$ cat config.mk
export PLATFORM = sky130hd
export DESIGN_NAME = two_level_priority_action_queue
export DESIGN_NICKNAME = d
export VERILOG_FILES = /design/src/hw/rtl/tpaq_pkg.sv /design/src/hw/rtl/two_level_priority_action_queue.sv /design/src/hw/rtl/tpaq_ctrl.sv /design/src/hw/rtl/tpaq_dp.sv
export SDC_FILE = /design/constraint.sdc
export NUM_CORES = 1
export LEC_CHECK = 0
export BUFFER_PORTS_ARGS = -buffer_cell sky130_fd_sc_hd__buf_2
export CORE_MARGIN = 2
export CORE_UTILIZATION = 65
export CTS_CLUSTER_DIAMETER = 80
export CTS_CLUSTER_SIZE = 20
export DETAILED_ROUTE_END_ITERATION = 8
export GPL_ROUTABILITY_DRIVEN = 0
export PLACE_DENSITY_LB_ADDON = 0.2
export SLEW_MARGIN = 20
export SYNTH_ARGS = -nofsm -noshare
export SYNTH_HDL_FRONTEND = slang
export SYNTH_SLANG_ARGS = --single-unit
export TNS_END_PERCENT = 20
$ cat constraint.sdc
create_clock -name clk -period 7.93 [get_ports clk]
set_clock_uncertainty 0.1 [all_clocks]
set_input_delay 1.1895 -clock clk [delete_from_list [all_inputs] [get_ports clk]]
set_output_delay 1.1895 -clock clk [all_outputs]
set_load 0.005 [all_outputs]
$ cat src/hw/rtl/tpaq_pkg.sv
// Shared types and constants for the two-level priority action queue.
package tpaq_pkg;

	localparam int ACT_W            = 8;
	localparam int POS_W            = 6;
	localparam int CMD_W            = 2;
	localparam int URGENT_DEPTH_DEF = 8;
	localparam int NORMAL_DEPTH_DEF = 32;

	typedef enum logic [CMD_W-1:0] {
		CMD_PUSH   = 2'd0,
		CMD_POP    = 2'd1,
		CMD_PEEK   = 2'd2,
		CMD_DELETE = 2'd3
	} cmd_e;

	// controller -> datapath
	typedef struct packed {
		logic capture;
		logic rd_en;
		logic commit;
	} ctrl_cmd_t;

	// datapath -> controller
	typedef struct packed {
		logic out_stall;
	} dp_stat_t;

endpackage

$ cat src/hw/rtl/two_level_priority_action_queue.sv
// A request is accepted and captured, the rings are read, then the result is committed
// to the output register; a new request is accepted only after that commit.
// The commit step waits while the previous result is not yet taken.
// Reset clears the ring pointers, the no-action code and the control state.
// Ring contents are undefined after reset; there is no clearing pass.
// Top level: urgent and normal action rings with a shared no-action code.
module two_level_priority_action_queue #(
	parameter int URGENT_DEPTH = tpaq_pkg::URGENT_DEPTH_DEF,
	parameter int NORMAL_DEPTH = tpaq_pkg::NORMAL_DEPTH_DEF
) (
	input  logic        clk,
	input  logic        arst_n,
	input  logic        s_tvalid,
	output logic        s_tready,
	input  logic [15:0] s_tdata,   // action_in[7:0], position[13:8], zero pad
	input  logic [2:0]  s_tuser,   // command[1:0], urgent[2]
	output logic        m_tvalid,
	input  logic        m_tready,
	output logic [15:0] m_tdata,   // action_out[7:0], push_ok[8], zero pad
	input  logic        cfg_valid,
	output logic        cfg_ready,
	input  logic [7:0]  cfg_data   // no_action_code
);
	import tpaq_pkg::*;

	ctrl_cmd_t cmd;
	dp_stat_t  stat;

	assign cfg_ready = 1'b1;

	tpaq_ctrl u_ctrl (
		.clk      (clk),
		.arst_n   (arst_n),
		.s_tvalid (s_tvalid),
		.s_tready (s_tready),
		.stat     (stat),
		.cmd      (cmd)
	);

	tpaq_dp #(
		.URGENT_DEPTH (URGENT_DEPTH),
		.NORMAL_DEPTH (NORMAL_DEPTH)
	) u_dp (
		.clk       (clk),
		.arst_n    (arst_n),
		.cmd       (cmd),
		.stat      (stat),
		.s_tdata   (s_tdata),
		.s_tuser   (s_tuser),
		.m_tvalid  (m_tvalid),
		.m_tready  (m_tready),
		.m_tdata   (m_tdata),
		.cfg_valid (cfg_valid),
		.cfg_data  (cfg_data)
	);

`ifndef ASSERT_OFF
	// one request at a time: no accept right after an accept
	a_no_back_to_back: assert property (@(posedge clk) disable iff (!arst_n)
		s_tvalid && s_tready |=> !s_tready)
		else $error("request accepted while the previous one is in flight");

	// once the ring read is done the request commits unless the output is stalled
	a_commit_timing: assert property (@(posedge clk) disable iff (!arst_n)
		s_tvalid && s_tready |-> ##2 (cmd.commit || stat.out_stall))
		else $error("request did not reach commit on time");

	// a successful push reports action code zero
	a_push_ok_action: assert property (@(posedge clk) disable iff (!arst_n)
		m_tvalid && m_tdata[8] |-> m_tdata[7:0] == 8'd0)
		else $error("push_ok set with a nonzero action");

	// a commit never overwrites a result that is still waiting
	a_no_overwrite: assert property (@(posedge clk) disable iff (!arst_n)
		cmd.commit |-> !(m_tvalid && !m_tready))
		else $error("result overwritten before it was taken");
`endif

endmodule

$ cat src/hw/rtl/tpaq_ctrl.sv
// Sequencer: accept a request, read the rings, commit the result.
module tpaq_ctrl (
	input  logic                  clk,
	input  logic                  arst_n,
	input  logic                  s_tvalid,
	output logic                  s_tready,
	input  tpaq_pkg::dp_stat_t    stat,
	output tpaq_pkg::ctrl_cmd_t   cmd
);
	import tpaq_pkg::*;

	typedef enum logic [2:0] {
		ST_IDLE   = 3'b001,
		ST_READ   = 3'b010,
		ST_COMMIT = 3'b100
	} state_t;

	state_t state_q;
	state_t state_d;

	always_comb begin
		state_d     = state_q;
		cmd.capture = 1'b0;
		cmd.rd_en   = 1'b0;
		cmd.commit  = 1'b0;
		s_tready    = 1'b0;
		unique case (state_q)
			ST_IDLE: begin
				s_tready = 1'b1;
				if (s_tvalid) begin
					cmd.capture = 1'b1;
					state_d     = ST_READ;
				end
			end
			ST_READ: begin
				cmd.rd_en = 1'b1;
				state_d   = ST_COMMIT;
			end
			ST_COMMIT: begin
				// hold while the previous result is still waiting
				if (!stat.out_stall) begin
					cmd.commit = 1'b1;
					state_d    = ST_IDLE;
				end
			end
			default: state_d = ST_IDLE;
		endcase
	end

	always_ff @(posedge clk or negedge arst_n) begin
		if (!arst_n) begin
			state_q <= ST_IDLE;
		end else begin
			state_q <= state_d;
		end
	end

endmodule

$ cat src/hw/rtl/tpaq_dp.sv
// Datapath: ring pointers, ring memories, no-action register and output register.
module tpaq_dp #(
	parameter int URGENT_DEPTH = tpaq_pkg::URGENT_DEPTH_DEF,
	parameter int NORMAL_DEPTH = tpaq_pkg::NORMAL_DEPTH_DEF
) (
	input  logic                  clk,
	input  logic                  arst_n,
	input  tpaq_pkg::ctrl_cmd_t   cmd,
	output tpaq_pkg::dp_stat_t    stat,
	input  logic [15:0]           s_tdata,
	input  logic [2:0]            s_tuser,
	output logic                  m_tvalid,
	input  logic                  m_tready,
	output logic [15:0]           m_tdata,
	input  logic                  cfg_valid,
	input  logic [tpaq_pkg::ACT_W-1:0] cfg_data
);
	import tpaq_pkg::*;

	localparam int UW = $clog2(URGENT_DEPTH);
	localparam int NW = $clog2(NORMAL_DEPTH);
	localparam int EW = POS_W + 1;

	localparam logic [UW-1:0] U_LAST  = UW'(URGENT_DEPTH - 1);
	localparam logic [NW-1:0] N_LAST  = NW'(NORMAL_DEPTH - 1);
	localparam logic [UW-1:0] U_DEP_M = UW'(URGENT_DEPTH);
	localparam logic [NW-1:0] N_DEP_M = NW'(NORMAL_DEPTH);
	localparam logic [EW-1:0] U_DEP_E = EW'(URGENT_DEPTH);
	localparam logic [EW-1:0] N_DEP_E = EW'(NORMAL_DEPTH);

	// captured request
	cmd_e             cmd_q;
	logic             urg_q;
	logic [ACT_W-1:0] act_q;
	logic [POS_W-1:0] pos_q;

	logic [UW-1:0]    uh_q, ut_q;
	logic [NW-1:0]    nh_q, nt_q;
	logic [ACT_W-1:0] code_q;

	logic [ACT_W-1:0] umem [URGENT_DEPTH];
	logic [ACT_W-1:0] nmem [NORMAL_DEPTH];
	logic [ACT_W-1:0] rd_u_q, rd_n_q;

	logic             out_valid_q;
	logic [ACT_W-1:0] out_act_q;
	logic             out_ok_q;

	logic [UW-1:0]    uh_inc, ut_inc, uq, u_addr, u_rd_addr, u_wr_addr;
	logic [NW-1:0]    nh_inc, nt_inc, nq, n_addr, n_rd_addr, n_wr_addr;
	logic [EW-1:0]    pos_x, uq_x, nq_x, rel, u_sum, n_sum, u_addr_x, n_addr_x;
	logic             u_empty, n_empty, u_full, n_full, u_hit, n_hit;
	logic [ACT_W-1:0] u_val, wdata, res;
	logic             ok, u_we, n_we, pop_u, pop_n;

	always_comb begin
		uh_inc  = (uh_q == U_LAST) ? '0 : uh_q + 1'b1;
		ut_inc  = (ut_q == U_LAST) ? '0 : ut_q + 1'b1;
		nh_inc  = (nh_q == N_LAST) ? '0 : nh_q + 1'b1;
		nt_inc  = (nt_q == N_LAST) ? '0 : nt_q + 1'b1;
		// pointers wrap at the ring depth; add it back only when the tail has wrapped
		uq      = (ut_q >= uh_q) ? ut_q - uh_q : ut_q - uh_q + U_DEP_M;
		nq      = (nt_q >= nh_q) ? nt_q - nh_q : nt_q - nh_q + N_DEP_M;
		u_empty = (uh_q == ut_q);
		n_empty = (nh_q == nt_q);
		u_full  = (ut_inc == uh_q);
		n_full  = (nt_inc == nh_q);

		pos_x    = {1'b0, pos_q};
		uq_x     = EW'(uq);
		nq_x     = EW'(nq);
		rel      = pos_x - uq_x;
		u_hit    = (pos_x < uq_x);
		n_hit    = (rel < nq_x);
		// sums stay below twice the depth when the entry exists
		u_sum    = pos_x + EW'(uh_q);
		n_sum    = rel + EW'(nh_q);
		u_addr_x = (u_sum >= U_DEP_E) ? u_sum - U_DEP_E : u_sum;
		n_addr_x = (n_sum >= N_DEP_E) ? n_sum - N_DEP_E : n_sum;
		u_addr   = u_addr_x[UW-1:0];
		n_addr   = n_addr_x[NW-1:0];

		u_rd_addr = (cmd_q == CMD_POP) ? uh_q : u_addr;
		n_rd_addr = (cmd_q == CMD_POP) ? nh_q : n_addr;
		u_wr_addr = (cmd_q == CMD_PUSH) ? ut_q : u_addr;
		n_wr_addr = (cmd_q == CMD_PUSH) ? nt_q : n_addr;
		wdata     = (cmd_q == CMD_PUSH) ? act_q : code_q;

		u_val = u_empty ? code_q : rd_u_q;
		pop_u = 1'b0;
		pop_n = 1'b0;
		u_we  = 1'b0;
		n_we  = 1'b0;
		res   = '0;
		ok    = 1'b0;
		unique case (cmd_q)
			CMD_PUSH: begin
				if (urg_q) begin
					ok   = !u_full;
					u_we = !u_full;
				end else begin
					ok   = !n_full;
					n_we = !n_full;
				end
			end
			CMD_POP: begin
				pop_u = !u_empty;
				res   = u_val;
				// urgent side empty or holding the no-action code: take normal head
				if (u_val == code_q) begin
					pop_n = !n_empty;
					res   = n_empty ? code_q : rd_n_q;
				end
			end
			CMD_PEEK: begin
				if (u_hit)      res = rd_u_q;
				else if (n_hit) res = rd_n_q;
				else            res = code_q;
			end
			CMD_DELETE: begin
				u_we = u_hit;
				n_we = !u_hit && n_hit;
			end
			default: res = '0;
		endcase
	end

	always_ff @(posedge clk or negedge arst_n) begin
		if (!arst_n) begin
			uh_q        <= '0;
			ut_q        <= '0;
			nh_q        <= '0;
			nt_q        <= '0;
			code_q      <= '0;
			out_valid_q <= 1'b0;
		end else begin
			if (cfg_valid) begin
				code_q <= cfg_data;
			end
			if (cmd.commit) begin
				if (cmd_q == CMD_PUSH && u_we) ut_q <= ut_inc;
				if (cmd_q == CMD_PUSH && n_we) nt_q <= nt_inc;
				if (pop_u) uh_q <= uh_inc;
				if (pop_n) nh_q <= nh_inc;
				out_valid_q <= 1'b1;
			end else if (m_tready) begin
				out_valid_q <= 1'b0;
			end
		end
	end

	always_ff @(posedge clk) begin
		if (cmd.capture) begin
			cmd_q <= cmd_e'(s_tuser[CMD_W-1:0]);
			urg_q <= s_tuser[CMD_W];
			act_q <= s_tdata[ACT_W-1:0];
			pos_q <= s_tdata[ACT_W+POS_W-1:ACT_W];
		end
		if (cmd.commit) begin
			out_act_q <= res;
			out_ok_q  <= ok;
		end
	end

	always_ff @(posedge clk) begin
		if (cmd.commit && u_we) begin
			umem[u_wr_addr] <= wdata;
		end
		if (cmd.rd_en) begin
			rd_u_q <= umem[u_rd_addr];
		end
	end

	always_ff @(posedge clk) begin
		if (cmd.commit && n_we) begin
			nmem[n_wr_addr] <= wdata;
		end
		if (cmd.rd_en) begin
			rd_n_q <= nmem[n_rd_addr];
		end
	end

	assign stat.out_stall = out_valid_q && !m_tready;
	assign m_tvalid       = out_valid_q;
	assign m_tdata        = {7'd0, out_ok_q, out_act_q};

endmodule

After elaboration in Yosys (flattened, before gate mapping):

Memory sizes are Yosys's and may differ from the RTL's. A register that Yosys moved wholly into a read port is not among the register bits.
Index checks and enable logic that the tools add are counted.

* add/sub/neg operators: 11
* order comparisons: 4
* equality and inequality tests: 17
* multiplexer cells: 40
* reduce and logical (&&, ||, !) cells: 19

Operators with widths (count)
* $mux 8: 6
* $mux 5: 5
* $mux 3: 7
* $mux 1: 18
* $pmux 8 s2: 1
* $add 5x1->5 const B: 2
* $eq 5x5->1: 2
* $eq 5x5->1 const B: 2
* $reduce_and 2->1: 5
* $eq 3x3->1 const B: 3
* $pmux 3 s3: 1
* $eq 8x8->1: 1
* $add 6x3->7: 1
* $add 7x5->7: 1
* $ge 7x4->1 const B: 1
* $ge 7x6->1 const B: 1
* $lt 7x5->1: 1
* $sub 6x3->7: 1
* $add 3x1->3 const B: 2
* $eq 3x3->1: 2
* $logic_and 1x1->1: 6
* $logic_not 1->1: 6
* $lt 6x3->1: 1
* $sub 5x1->5 const B: 1
* 11 further kinds: 14

* flip-flop bits (word level): 54
* bits in writable memories: 320
* word-level logic and storage cells: 106
* memories: 2

Memory list
* u_dp.nmem: depth 32, bits a word 8, rd ports 1, clocked after Yosys merged registers in 1, write ports 1, RTL line tpaq_dp.sv:42 `logic [ACT_W-1:0] nmem [NORMAL_DEPTH];`
* u_dp.umem: depth 8, bits a word 8, rd ports 1, clocked after Yosys merged registers in 1, write ports 1, RTL line tpaq_dp.sv:41 `logic [ACT_W-1:0] umem [URGENT_DEPTH];`

Logic depth before layout (Yosys ltp):

Gate-level depths: netlist of run 1.

* word-level depth: 9
* mapped depth: 17

Cells and area by module:

Synthesis of run 1 repeated with hierarchy kept, for this count alone.

* cell total of the unflattened synthesis: 930
* area, all modules: 17035.1 um^2

By module, submodules not included
* tpaq_dp: times used 1, cells an instance 916, area an instance 16859.9 um^2
* tpaq_ctrl: times used 1, cells an instance 12, area an instance 163.9 um^2
* two_level_priority_action_queue: times used 1, cells an instance 2, area an instance 11.3 um^2

Worst setup path after synthesis of run 1:

OpenSTA, ideal clock, no wires.

* kind: flip-flop to flip-flop
* start: register u_dp.ut_q[0]
* end: memory u_dp.nmem[13][0] (enable)
* data arrival time: 3.604 ns
* data required time: 7.460 ns
* path slack: 3.856 ns
* cell stages (with the launch flop): 16
* buffers on the path: 0
* cell sequence: dfrtp_1 -> inv_1 -> ha_1 -> inv_1 -> fa_1 -> inv_1 -> fa_1 -> a211oi_2 -> xnor2_1 -> inv_1 -> ha_1 -> o21ai_0 -> a21oi_1 -> nor4_4 -> o22ai_2 -> nor2_1

* cells in the longest elaborated chain, start to end: 8
* elaborated cells on any way between the ends: 15
* classes of those cells: 4 x add/sub; 3 x order compare; 5 x mux; 3 x reduce/logical

Ends and longest elaborated chain
* start: declaration: RTL line tpaq_dp.sv:37 `logic [UW-1:0] uh_q, ut_q;`
* start signal: assignment: RTL line tpaq_dp.sv:141 `if (cmd_q == CMD_PUSH && u_we) ut_q <= ut_inc;`
* $sub 3x3->3 *: RTL line tpaq_dp.sv:62 `uq = (ut_q >= uh_q) ? ut_q - uh_q : ut_q - uh_q + U_DEP_M;`
* parallel branches: the longest is 7 deep, another holds $sub 6x3->7
* end: declaration: RTL line tpaq_dp.sv:42

Every way passes the cells marked *.

Worst setup path after layout of run 1:

* start: register u_dp.uh_q[0]
* end: register u_dp.rd_n_q[2] (read register of u_dp.nmem) (data pin)

* cells in the longest elaborated chain, start to end: 6
* elaborated cells on any way between the ends: 7
* classes of those cells: 4 x add/sub; 1 x order compare; 2 x mux

Ends and longest elaborated chain
* start: declaration: RTL line tpaq_dp.sv:37
* start signal: assignment: RTL line tpaq_dp.sv:143 `if (pop_u) uh_q <= uh_inc;`
* $sub 3x3->3 *: RTL line tpaq_dp.sv:62
* $sub 6x3->7 *: RTL line tpaq_dp.sv:72 `rel = pos_x - uq_x;`
* $add 7x5->7 *: RTL line tpaq_dp.sv:77 `n_sum = rel + EW'(nh_q);`
* $ge 7x6->1 or $sub 5x1->5 (tied branches): RTL line tpaq_dp.sv:79 `n_addr_x = (n_sum >= N_DEP_E) ? n_sum - N_DEP_E : n_sum;`
* $mux 5 *: RTL line tpaq_dp.sv:79
* $mux 5 *: RTL line tpaq_dp.sv:84 `n_rd_addr = (cmd_q == CMD_POP) ? nh_q : n_addr;`
* end: declaration: RTL line tpaq_dp.sv:43 `logic [ACT_W-1:0] rd_u_q, rd_n_q;`

Mark *: on every way between the ends. The rest lies on a longest branch, timed or not.
A chain may end at the register's enable or synchronous reset.

==> results of run 1 <==
## cell type report
cell class	count	share of cell area, %
flip-flops and latches	390	63.57
multi-input cells	497	28.30
clock buffers	39	3.492
well taps	335	2.303
repair buffers	54	1.677
inverters	26	0.5361
clock inverters	3	0.1237
## state kept, by name, indices dropped and copies added, names as in the netlist
name,count
u_dp.rd_n_q,8
u_ctrl.state_q,3
u_dp.uh_q,3
u_dp.m_tvalid,1
u_dp.urg_q,1
u_dp.cmd_q,2
u_dp.nmem,256
u_dp.out_act_q,8
u_dp.nh_q,5
u_dp.pos_q,6
u_dp.rd_u_q,8
u_dp.ut_q,3
u_dp.out_ok_q,1
u_dp.umem,64
u_dp.nt_q,5
u_dp.code_q,8
u_dp.act_q,8
## power groups by stage
stage	sequential (mW)	combinational, mW	clock (mW)
after floorplan	2.50	0.993	0
after global placement	2.51	1.32	0
after detailed placement	2.52	1.34	0
after CTS	2.47	1.35	1.20
after global routing	2.48	1.44	1.27
final	2.47	1.34	1.18
## layer usage
metal | wire length, µm | track usage [%] | part of all wire, %
met4 | 691 | 5.520 | 2.1
met2 | 15970 | 38.84 | 48
met5 | 0 | 0 | 0
met1 | 14770 | 37.69 | 45
met3 | 1526 | 2.336 | 4.6
## how the worst max path moves through the flow
stage | end | from | slack (ns) | cells after the start
2_1_floorplan | u_dp.nmem[13][0] | u_dp.ut_q[0] | 3.86 | 15
3_3_place_gp | u_dp.rd_n_q[0] | u_dp.uh_q[0] | 2.60 | 14
3_5_place_dp | u_dp.rd_n_q[0] | u_dp.uh_q[0] | 2.60 | 14
4_1_cts | u_dp.rd_n_q[0] | u_dp.uh_q[0] | 2.56 | 14
5_1_grt | u_dp.rd_n_q[5] | u_dp.uh_q[0] | 2.39 | 14
6_report | u_dp.rd_n_q[2] | u_dp.uh_q[0] | 2.58 | 14
## layout by cell type (no fill, tap or decap), drive strengths merged, types with 13 or more instances in the layout
| master | instances |
|---|---|
| a21oi | 16 |
| buf | 54 |
| clkbuf | 39 |
| dfrtp | 27 |
| edfxtp | 362 |
| ha | 30 |
| inv | 27 |
| mux2 | 51 |
| mux2i | 64 |
| mux4 | 80 |
| nand2 | 13 |
| nor2 | 75 |
| o21ai | 24 |
| xnor2 | 15 |
| xor2 | 14 |
## cells by family (layout without fill, tap and decap cells)
logic type / count (synthesis) / after routing / synth area share (%)
flip-flops: 390 / 390 / 68.04
multiplexers: 195 / 195 / 17.85
AND/OR/NAND/NOR: 143 / 143 / 4.024
AO/OA/AOI/OAI: 85 / 85 / 3.450
buffers and inverters: 71 / 122 / 2.001
adder cells (fa/ha/maj): 35 / 35 / 2.795
XOR/XNOR: 31 / 31 / 1.802
other: 2 / 8 / 0.04415
## synth_stat cells (3+ instances only)
| master | instances | area, µm² |
|---|---|---|
| nor3b_1 | 3 | 22.52 |
| a21o_1 | 5 | 37.54 |
| mux2i_1 | 62 | 620.6 |
| fa_1 | 5 | 100.1 |
| a211oi_1 | 3 | 22.52 |
| and3_1 | 7 | 43.79 |
| o211ai_1 | 5 | 37.54 |
| buf_4 | 12 | 90.09 |
| nor2_1 | 74 | 277.8 |
| edfxtp_1 | 362 | 10870 |
| or3_1 | 6 | 37.54 |
| mux2_4 | 3 | 45.04 |
| o21a_1 | 3 | 22.52 |
| nand2_1 | 13 | 48.80 |
| o21ai_0 | 21 | 105.1 |
| mux2_2 | 48 | 540.5 |
| ha_1 | 30 | 375.4 |
| nand2b_1 | 4 | 25.02 |
| xnor2_1 | 14 | 122.6 |
| o21ai_2 | 3 | 26.28 |
| a21oi_1 | 15 | 75.07 |
| nor2b_1 | 5 | 31.28 |
| o2111ai_1 | 4 | 35.03 |
| mux4_2 | 80 | 1802 |
| nand3_1 | 3 | 15.01 |
| o31ai_1 | 4 | 30.03 |
| nor3_1 | 11 | 55.05 |
| and2_1 | 5 | 31.28 |
| dfrtp_1 | 27 | 675.7 |
| o22ai_1 | 8 | 50.05 |
| buf_2 | 23 | 115.1 |
| inv_1 | 26 | 97.59 |
| clkbuf_1 | 8 | 30.03 |
| xor2_1 | 14 | 122.6 |
| nor4_1 | 4 | 25.02 |
## worst reg2reg max path, cell delays in order (launching register included)
cell	delay, ns
dfrtp_1	0.51
ha_1	0.20
inv_1	0.05
fa_1	0.47
inv_1	0.06
fa_1	0.59
inv_1	0.08
fa_1	0.49
mux2i_4	0.67
buf_4	0.51
buf_4	0.38
mux4_2	0.40
mux2i_1	0.16
mux2i_1	0.14
mux2_2	0.31
==> results.ini, run 1 <==
[run_status]
outcome = completed

[floorplanning]
rows = 59
initial_core_util_pct = 65.64
io_pins = 51
design.die.area_mm2 = 0.02748
fp.dieH_um = 165.8
core-area_mm2 = 0.02591
die_w_um = 165.8

[sta]
rsz0062_at_grt = no
finalSetupViolCount = 0
slew_violations = 0
fmax_mhz = 187.0
hold_viol = 0
period_needed_ns = 5.347
slew-limit-headroom_pct = 29.83
finalSetupTns_ns = 0
whs_ns = 0.4667
worstMarginPinSlew_ns = 1.049
finalCritPeriodShare_pct = 67.43
worst_slack_ns = 2.583

[layout]
multi_input_area_mm2 = 0.005151
drive_above_1_share_pct = 22.70
design_area_mm2 = 0.01820
syn_to_final_growth_pct = 7.025
fill_cells = 1612
diodes = 0
fin_nets = 1059
final_util_pct = 70.25
register_area_mm2 = 0.01157
final_cells = 1344

[job]
drv_cap = 0

[place]
postPlaceCellArea_mm2 = 0.01755
numPortBuffers = 40
dp_cells = 1302
dp_hpwl_mm = 21.26
place_ws_ns = 2.600

[synth]
async_flop_share_pct = 7.179
ys.flop_type = edfxtp_1
syn-mean-instance-area_um2 = 17.87
synth_seq_cells = 390
synth_enable_flop_cells = 362
yosysUniqueCellTypes = 62
synth_warnings = 0
yosysSeqAreaShare_pct = 68.04
syn_area_mm2 = 0.01701
syn-instance-count = 952

[setup_path]
r2r.worst_path.cells = 14
worst_ep_arrival_time_ns = 5.53
cpPeakStageDelay_ns = 0.67
crit_chain = ha_1, inv_1, fa_1, inv_1, fa_1, inv_1, fa_1, mux2i_4, buf_4, buf_4, mux4_2, mux2i_1, mux2i_1, mux2_2
reg2reg_to = u_dp.rd_n_q[2]
r2r_start = u_dp.uh_q[0]
critPathKind = reg -> reg
critPathMaxFanout = 28
cp_top_family = adder cells
worst-path-buf-inv = 5
crit_path_end_kind = register
reg2reg_slack_ns = 2.58
crit_required_ns = 8.12
critical_path.startpoint_type = register
slowest_stage = mux2i_4

[drt]
num_vias = 8459
drt-total-wl_mm = 32.96
wl_per_cell_um = 24.52
final_antenna_net_count = 0
initialDrtViolationCount = 1051
post-route-drc-count = 0
firstDrtPassIters = 5
viasPerCell = 6.294

[clock_network]
htree_levels = 1
cts_buffers = 23
clock_latency_ns = 0.54
tritoncts = done
postCtsResizedCells = 0
post-cts-setup-buffers = 0
cts_hold_buf = 0
cts_max_path_buffers = 3
cts_sinks = 390
cts_root_buffer = clkbuf_16
clk_transition_reported_paths_ns = 0.08

[pwr]
power.total_mw = 4.989
power_switching_share_pct = 28.75
seqPwrFrac_pct = 49.5
p_clk_share_pct = 23.6
p_per_area_mw_per_mm2 = 274.1
p_int_mw = 3.555
max-vdd-ir-drop_v = 0.0002576
combPwrFrac_pct = 26.9
power_switching_mw = 1.435
p_leak_nw = 6.250

[grt]
antenna_found_initial = 0
grt_overflow = 0
grt_max_degree = 41
grt_pass1_wl_mm = 50.74
grt_use_total_pct = 24.38
grt_pass1_vias = 8424

[hold_path]
min_path_cells = 1
min_path_type = reg -> reg
min_to = u_dp.nh_q[3]
hold_start = u_dp.nh_q[3]

Note: power is estimated with default switching activity, not from simulation.
==> run 2, diff against run 1 <==
--- a/config.mk
+++ b/config.mk
@@ -5,9 +5,10 @@
 export SDC_FILE = /design/constraint.sdc
 export NUM_CORES = 1
 export LEC_CHECK = 0
+export ABC_AREA = 1
 export BUFFER_PORTS_ARGS = -buffer_cell sky130_fd_sc_hd__buf_2
 export CORE_MARGIN = 2
-export CORE_UTILIZATION = 65
+export CORE_UTILIZATION = 62
 export CTS_CLUSTER_DIAMETER = 80
 export CTS_CLUSTER_SIZE = 20
 export DETAILED_ROUTE_END_ITERATION = 8
==> constraint.sdc (replaced) <==
create_clock -name clk -period 5.2 [get_ports clk]
set_clock_uncertainty 0.1 [all_clocks]
set_input_delay 0.78 -clock clk [delete_from_list [all_inputs] [get_ports clk]]
set_output_delay 0.78 -clock clk [all_outputs]
set_load 0.005 [all_outputs]
==> results.ini, run 2 <==
[layout]
top_regs = u_dp.nmem (256), u_dp.umem (64)
syn_to_final_growth_pct = 9.352
drive_above_1_share_pct = 9.909  ; -13 points
largest_reg_flops = 256  ; unchanged
fill_cells = 2075  ; +29%
final_cells = 2150  ; +60%
top_register = u_dp.nmem
final_common_cell = edfxtp_1
diodes = 0  ; unchanged
fin_nets = 1824  ; +72%
final_cell_mix = edfxtp_1 (362), nand2_1 (346), nor2_1 (258), inv_1 (126), o21ai_0 (111)

[synth]
yosysMostFrequentCell = edfxtp_1
ys.flop_type = edfxtp_1
synth_fa_ha_area_share_pct = 2.646  ; -0.15 points
syn_area_mm2 = 0.01797  ; +5.6%
synth_warnings = 0  ; unchanged
synth_enable_flop_cells = 362  ; unchanged
synthSimpleGateAreaFrac_pct = 18.29  ; +14 points
yosysSeqAreaShare_pct = 64.41  ; -3.6 points
syn-mean-instance-area_um2 = 10.50  ; -41%
synth_compound_gate_area_share_pct = 8.586  ; +5.1 points
synth_area_leaders = edfxtp_1 (61%), nand2_1 (7.2%), nor2_1 (5.4%), dfrtp_1 (3.8%), o21ai_0 (3.3%)
synth_seq_cells = 390  ; unchanged
synthTopCellsByCount = edfxtp_1 (362), nand2_1 (347), nor2_1 (258)
syn-instance-count = 1711  ; +80%
async_flop_share_pct = 7.179  ; unchanged
synth_top_area_share_pct = 60.50  ; -3.4 points
synth_mux_area_share_pct = 0  ; -18 points
synth_top_family_by_area = simple AND/OR/NAND/NOR gates
synth_top_area_cell = edfxtp_1
synth_xor_xnor_area_share_pct = 0.6337  ; -1.2 points
yosysUniqueCellTypes = 43  ; -31%

[sta]
hold_viol = 0  ; unchanged
slew-limit-headroom_pct = 32.76  ; +2.9 points
worst_slack_ns = 0.5858  ; -1.997 ns
slew_violations = 0  ; unchanged
worstMarginPinSlew_ns = 1.009  ; -0.04007 ns
period_needed_ns = 4.614  ; -0.7332 ns
fmax_mhz = 216.7  ; +16%
finalSetupTns_ns = 0  ; unchanged
finalSetupViolCount = 0  ; unchanged
rsz0062_at_grt = no
finalCritPeriodShare_pct = 88.73  ; +21 points

[grt]
grt_overflow = 0  ; unchanged
grt_pass1_vias = 11700  ; +39%
grt_pass1_wl_mm = 62.40  ; +23%
grt_use_total_pct = 26.52  ; +2.1 points
grt_max_degree = 121  ; +200%
antenna_found_initial = 0  ; unchanged

[pwr]
p_int_mw = 6.841  ; +92%
p_clk_share_pct = 15.4  ; -8.2 points
seqPwrFrac_pct = 30.9  ; -19 points
max-vdd-ir-drop_v = 0.0004594  ; +78%
power_switching_share_pct = 45.67  ; +17 points
p_per_area_mw_per_mm2 = 640.8  ; +130%
power_switching_mw = 5.750  ; +300%
power.total_mw = 12.59  ; +150%
p_leak_nw = 7.650  ; +22%
combPwrFrac_pct = 53.7  ; +27 points

[place]
numPortBuffers = 40  ; unchanged
dp_hpwl_mm = 25.54  ; +20%
place_ws_ns = 0.7288  ; -1.871 ns
dp_cells = 2110  ; +62%

[drt]
wl_per_cell_um = 18.69  ; -24%
initialDrtViolationCount = 1402  ; +33%
num_vias = 12370  ; +46%
final_antenna_net_count = 0  ; unchanged
viasPerCell = 5.753  ; -8.6%
drt-total-wl_mm = 40.19  ; +22%
firstDrtPassIters = 6  ; +1
post-route-drc-count = 0  ; unchanged

[setup_path]
crit_required_ns = 5.37  ; -2.75 ns
worst_ep_arrival_time_ns = 4.79  ; -0.74 ns
critical_path.startpoint_type = register
crit_path_end_kind = register
critPathMaxFanout = 7  ; -75%
critPathKind = reg -> reg

[clock_network]
tritoncts = done
post-cts-setup-buffers = 0  ; unchanged
postCtsResizedCells = 0  ; unchanged
cts_hold_buf = 0  ; unchanged
clk_transition_reported_paths_ns = 0.08  ; about the same
clock_latency_ns = 0.56  ; +0.02 ns
cts_max_path_buffers = 3  ; unchanged
cts_root_buffer = clkbuf_16
cts_sinks = 390  ; unchanged
cts_buffers = 24  ; +4.3%
htree_levels = 1  ; unchanged

[hold_path]
min_path_type = in -> async

[run_status]
outcome = completed

[floorplanning]
initial_core_util_pct = 62.77  ; -2.9 points
fp.dieH_um = 174.2  ; +5.1%
rows = 62  ; +5.1%
core-area_mm2 = 0.02863  ; +10%
die_w_um = 174.2  ; +5.1%
design.die.area_mm2 = 0.03036  ; +10%
io_pins = 51  ; unchanged

[job]
drv_cap = 0  ; unchanged

## run 2: changes by cell type after synthesis, sizes merged, moves of 25 or more
cell,delta
nand2,+341
or2,+49
mux2,-51
nand3,+63
a21oi,+25
o22ai,+39
mux4,-80
o21ai,+130
inv,+111
mux2i,-64
nor2,+188
clkbuf,+26
## run 2: critical path: stages, from the launching register on
cell and delay (ns):
dfrtp_1 0.51, ha_1 0.21, inv_1 0.05, fa_1 0.37
xor2_1 0.18, ha_1 0.33, nand2_1 0.09, clkinv_1 0.07
a21oi_1 0.19, xor2_1 0.27, ha_1 0.31, xnor2_1 0.20
o21ai_1 0.46, inv_1 0.16, nor2_1 0.16, nand2_1 0.15
nor2_1 0.29, buf_4 0.22
## run 2: final cells by class
type | instances | area (µm²) | share of cell area, %
sequential | 390 | 11570 | 58.90
multi-input combinational | 1106 | 5579 | 28.40
timing repair buffer | 97 | 773.2 | 3.936
clock buffer | 29 | 619.3 | 3.152
inverter | 138 | 518.0 | 2.636
tap | 384 | 480.5 | 2.445
clock inverter | 6 | 105.1 | 0.5349
## run 2: path summary, 6_finish.rpt
path                                    from                to  slack [ns]  cells after the start
worst min register to register  u_dp.nt_q[4]      u_dp.nt_q[4]        0.47                      2
worst min-delay path                  arst_n      u_dp.nt_q[1]        0.18                      1
min in group clk                  s_tdata[4]     u_dp.act_q[4]        0.30                      1
max in group asynchronous             arst_n     u_dp.m_tvalid        4.34                      1
worst max-delay path            u_dp.uh_q[0]  u_dp.nmem[29][4]        0.59                     17
worst max register to register  u_dp.uh_q[0]  u_dp.nmem[29][4]        0.59                     17
## run 2: cell families (layout without fill, tap and decap cells)
| group | after synthesis | in the layout |
|---|---|---|
| AOI/OAI and AO/OA | 279 | 279 |
| xor gates and xnor gates | 13 | 13 |
| adders and majority gates | 35 | 35 |
| buffers and inverters | 221 | 270 |
| DFF | 390 | 390 |
| other | 2 | 8 |
| and+or+nand+nor | 771 | 771 |
## run 2: per-layer routing
metal / share of wire [%] / vias to the layer above / global-route usage, %
met2: 47 / 521 / 42.81
met3: 7.2 / 86 / 4.353
met1: 41 / 5849 / 36.37
met5: 0 / - / 0
met4: 4.2 / 0 / 10.61
li1: - / 5912 / -
## run 2: per-stage QoR
step                hold WS (ns)  instance area [µm²]  util [%]
detailed placement        0.4554                18790     65.63
CTS                       0.1910                19510     68.16
floorplan                 0.3844                17990         -
global placement          0.4443                18760     65.53
global route              0.2181                19650     68.64
finish                    0.1778                19650     68.64
## run 2: power by group through the flow
stage	logic [mW]	clock network, mW	registers (mW)
final	6.76	1.94	3.89
after global routing	7.50	2.07	3.90
after CTS	6.62	1.97	3.89
after detailed placement	6.58	0	3.96
after global placement	6.37	0	3.96
after floorplan	4.63	0	3.94
==> run 3, diff against run 2 <==
--- a/config.mk
+++ b/config.mk
@@ -5,7 +5,6 @@
 export SDC_FILE = /design/constraint.sdc
 export NUM_CORES = 1
 export LEC_CHECK = 0
-export ABC_AREA = 1
 export BUFFER_PORTS_ARGS = -buffer_cell sky130_fd_sc_hd__buf_2
 export CORE_MARGIN = 2
 export CORE_UTILIZATION = 62
==> results.ini, run 3 (synthesis results as in run 1) <==
[pwr]
p_int_mw = 5.466  ; -20%
power_switching_mw = 2.218  ; -61%
power_switching_share_pct = 28.87  ; -17 points
seqPwrFrac_pct = 49.0  ; +18 points
p_per_area_mw_per_mm2 = 414.2  ; -35%
p_leak_nw = 6.471  ; -15%
p_clk_share_pct = 23.4  ; +8.0 points
max-vdd-ir-drop_v = 0.0002591  ; -44%
combPwrFrac_pct = 27.6  ; -26 points

[grt]
grt_pass1_wl_mm = 52.13  ; -16%
grt_pass1_vias = 8650  ; -26%
grt_max_degree = 65  ; -46%
grt_overflow = 0  ; unchanged
grt_use_total_pct = 24.55  ; -2.0 points
antenna_found_initial = 0  ; unchanged

[clock_network]
cts_root_buffer = clkbuf_16
postCtsResizedCells = 0  ; unchanged
clk_transition_reported_paths_ns = 0.09  ; about the same
cts_sinks = 390  ; unchanged
clock_latency_ns = 0.55  ; about the same
tritoncts = done
post-cts-setup-buffers = 0  ; unchanged
cts_hold_buf = 0  ; unchanged
htree_levels = 1  ; unchanged
cts_max_path_buffers = 3  ; unchanged
cts_buffers = 23  ; -4.2%

[sta]
fmax_mhz = 216.2  ; -0.26%
slew_violations = 0  ; unchanged
finalCritPeriodShare_pct = 88.96  ; +0.23 points
finalSetupTns_ns = 0  ; unchanged
worstMarginPinSlew_ns = 0.9682  ; -0.04046 ns
period_needed_ns = 4.626  ; +0.01194 ns
worst_slack_ns = 0.5739  ; -0.01194 ns
slew-limit-headroom_pct = 35.46  ; +2.7 points
finalSetupViolCount = 0  ; unchanged
hold_viol = 0  ; unchanged
rsz0062_at_grt = no

[setup_path]
worst_ep_arrival_time_ns = 4.83  ; +0.04 ns
crit_required_ns = 5.40  ; +0.03 ns
critPathMaxFanout = 8  ; +1
crit_path_end_kind = register
critPathKind = reg -> reg
critical_path.startpoint_type = register
r2r.worst_path.cells = 16  ; -1

[place]
numPortBuffers = 40  ; unchanged
dp_hpwl_mm = 22.30  ; -13%
place_ws_ns = 0.6782  ; -0.05058 ns

[layout]
final_cell_mix = edfxtp_1 (362), mux4_2 (80), nor2_1 (74), mux2i_1 (61), mux2_2 (48)
diodes = 0  ; unchanged
top_register = u_dp.nmem
fin_nets = 1096  ; -40%
largest_reg_flops = 256  ; unchanged
drive_above_1_share_pct = 25.43  ; +16 points
final_common_cell = edfxtp_1
top_regs = u_dp.nmem (256), u_dp.umem (64)
syn_to_final_growth_pct = 9.063

[floorplanning]
core-area_mm2 = 0.02695  ; -5.8%
io_pins = 51  ; unchanged
fp.dieH_um = 169.6  ; -2.6%
initial_core_util_pct = 63.11  ; +0.34 points
rows = 60  ; -3.2%
design.die.area_mm2 = 0.02877  ; -5.2%
die_w_um = 169.6  ; -2.6%

[job]
drv_cap = 0  ; unchanged

[hold_path]
min_path_type = in -> async

[run_status]
outcome = completed

[drt]
viasPerCell = 6.329  ; +10%
firstDrtPassIters = 5  ; -1
num_vias = 8779  ; -29%
wl_per_cell_um = 24.85  ; +33%
post-route-drc-count = 0  ; unchanged
drt-total-wl_mm = 34.47  ; -14%
final_antenna_net_count = 0  ; unchanged
initialDrtViolationCount = 929  ; -34%

-- run 3: routing by layer --
metal	vias to the layer above	GRT usage (%)	part of all wire, %
met5	-	0	0
met4	0	5.351	2.0
met3	50	3.382	7.3
met2	342	38.99	47
met1	4488	37.13	43
li1	3899	-	-
-- run 3: path summary, 6_finish.rpt --
check / startpoint / slack, ns / endpoint
worst min-delay path: arst_n / 0.18 / u_dp.nh_q[1]
worst max register to register: u_dp.uh_q[0] / 0.57 / u_dp.nmem[11][2]
max in group asynchronous: arst_n / 4.35 / u_dp.code_q[5]
min in group clk: s_tuser[1] / 0.31 / u_dp.cmd_q[1]
worst min register to register: u_ctrl.state_q[0] / 0.49 / u_ctrl.state_q[2]
worst max-delay path: u_dp.uh_q[0] / 0.57 / u_dp.nmem[11][2]
-- run 3: area by class of cell --
type | count | area, µm²
flip-flops and latches | 390 | 11570
fillers | 1714 | 8401
multi-input cells | 497 | 5151
repair buffers | 91 | 645.6
clock buffers | 39 | 635.6
well taps | 341 | 426.7
inverters | 26 | 97.59
clock inverters | 3 | 21.27
-- run 3: metrics by stage --
stage               cell area, µm²  cells  hold slack, ns  power (mW)  utilization [%]
CTS                          18550   1387          0.1944       7.725            68.83
detailed placement           17890   1345          0.4845       5.957            66.39
floorplan                    17030    958          0.3844       5.320                -
finish                       18550   1387          0.1837       7.684            68.83
global placement             17890   1345          0.4517       5.909            66.39
global route                 18550   1387          0.2236       7.987            68.83
-- run 3: power by group through the flow --
stage	clock network (mW)	logic, mW	registers [mW]
after floorplan	0	1.51	3.81
after global placement	0	2.08	3.83
after detailed placement	0	2.12	3.83
after CTS	1.83	2.13	3.76
after global routing	1.93	2.28	3.78
final	1.79	2.12	3.77
-- run 3: worst max-delay path: stages, from the launching register on --
cell       delay [ns]
dfrtp_1          0.52
ha_1             0.21
inv_1            0.05
fa_1             0.48
inv_1            0.06
ha_1             0.26
nor2b_1          0.15
o21a_1           0.20
nor2_1           0.12
xor2_1           0.26
ha_1             0.31
o21a_1           0.15
nor2_1           0.17
xnor3_1          0.33
o2111ai_1        0.58
nor2_1           0.21
buf_4            0.22
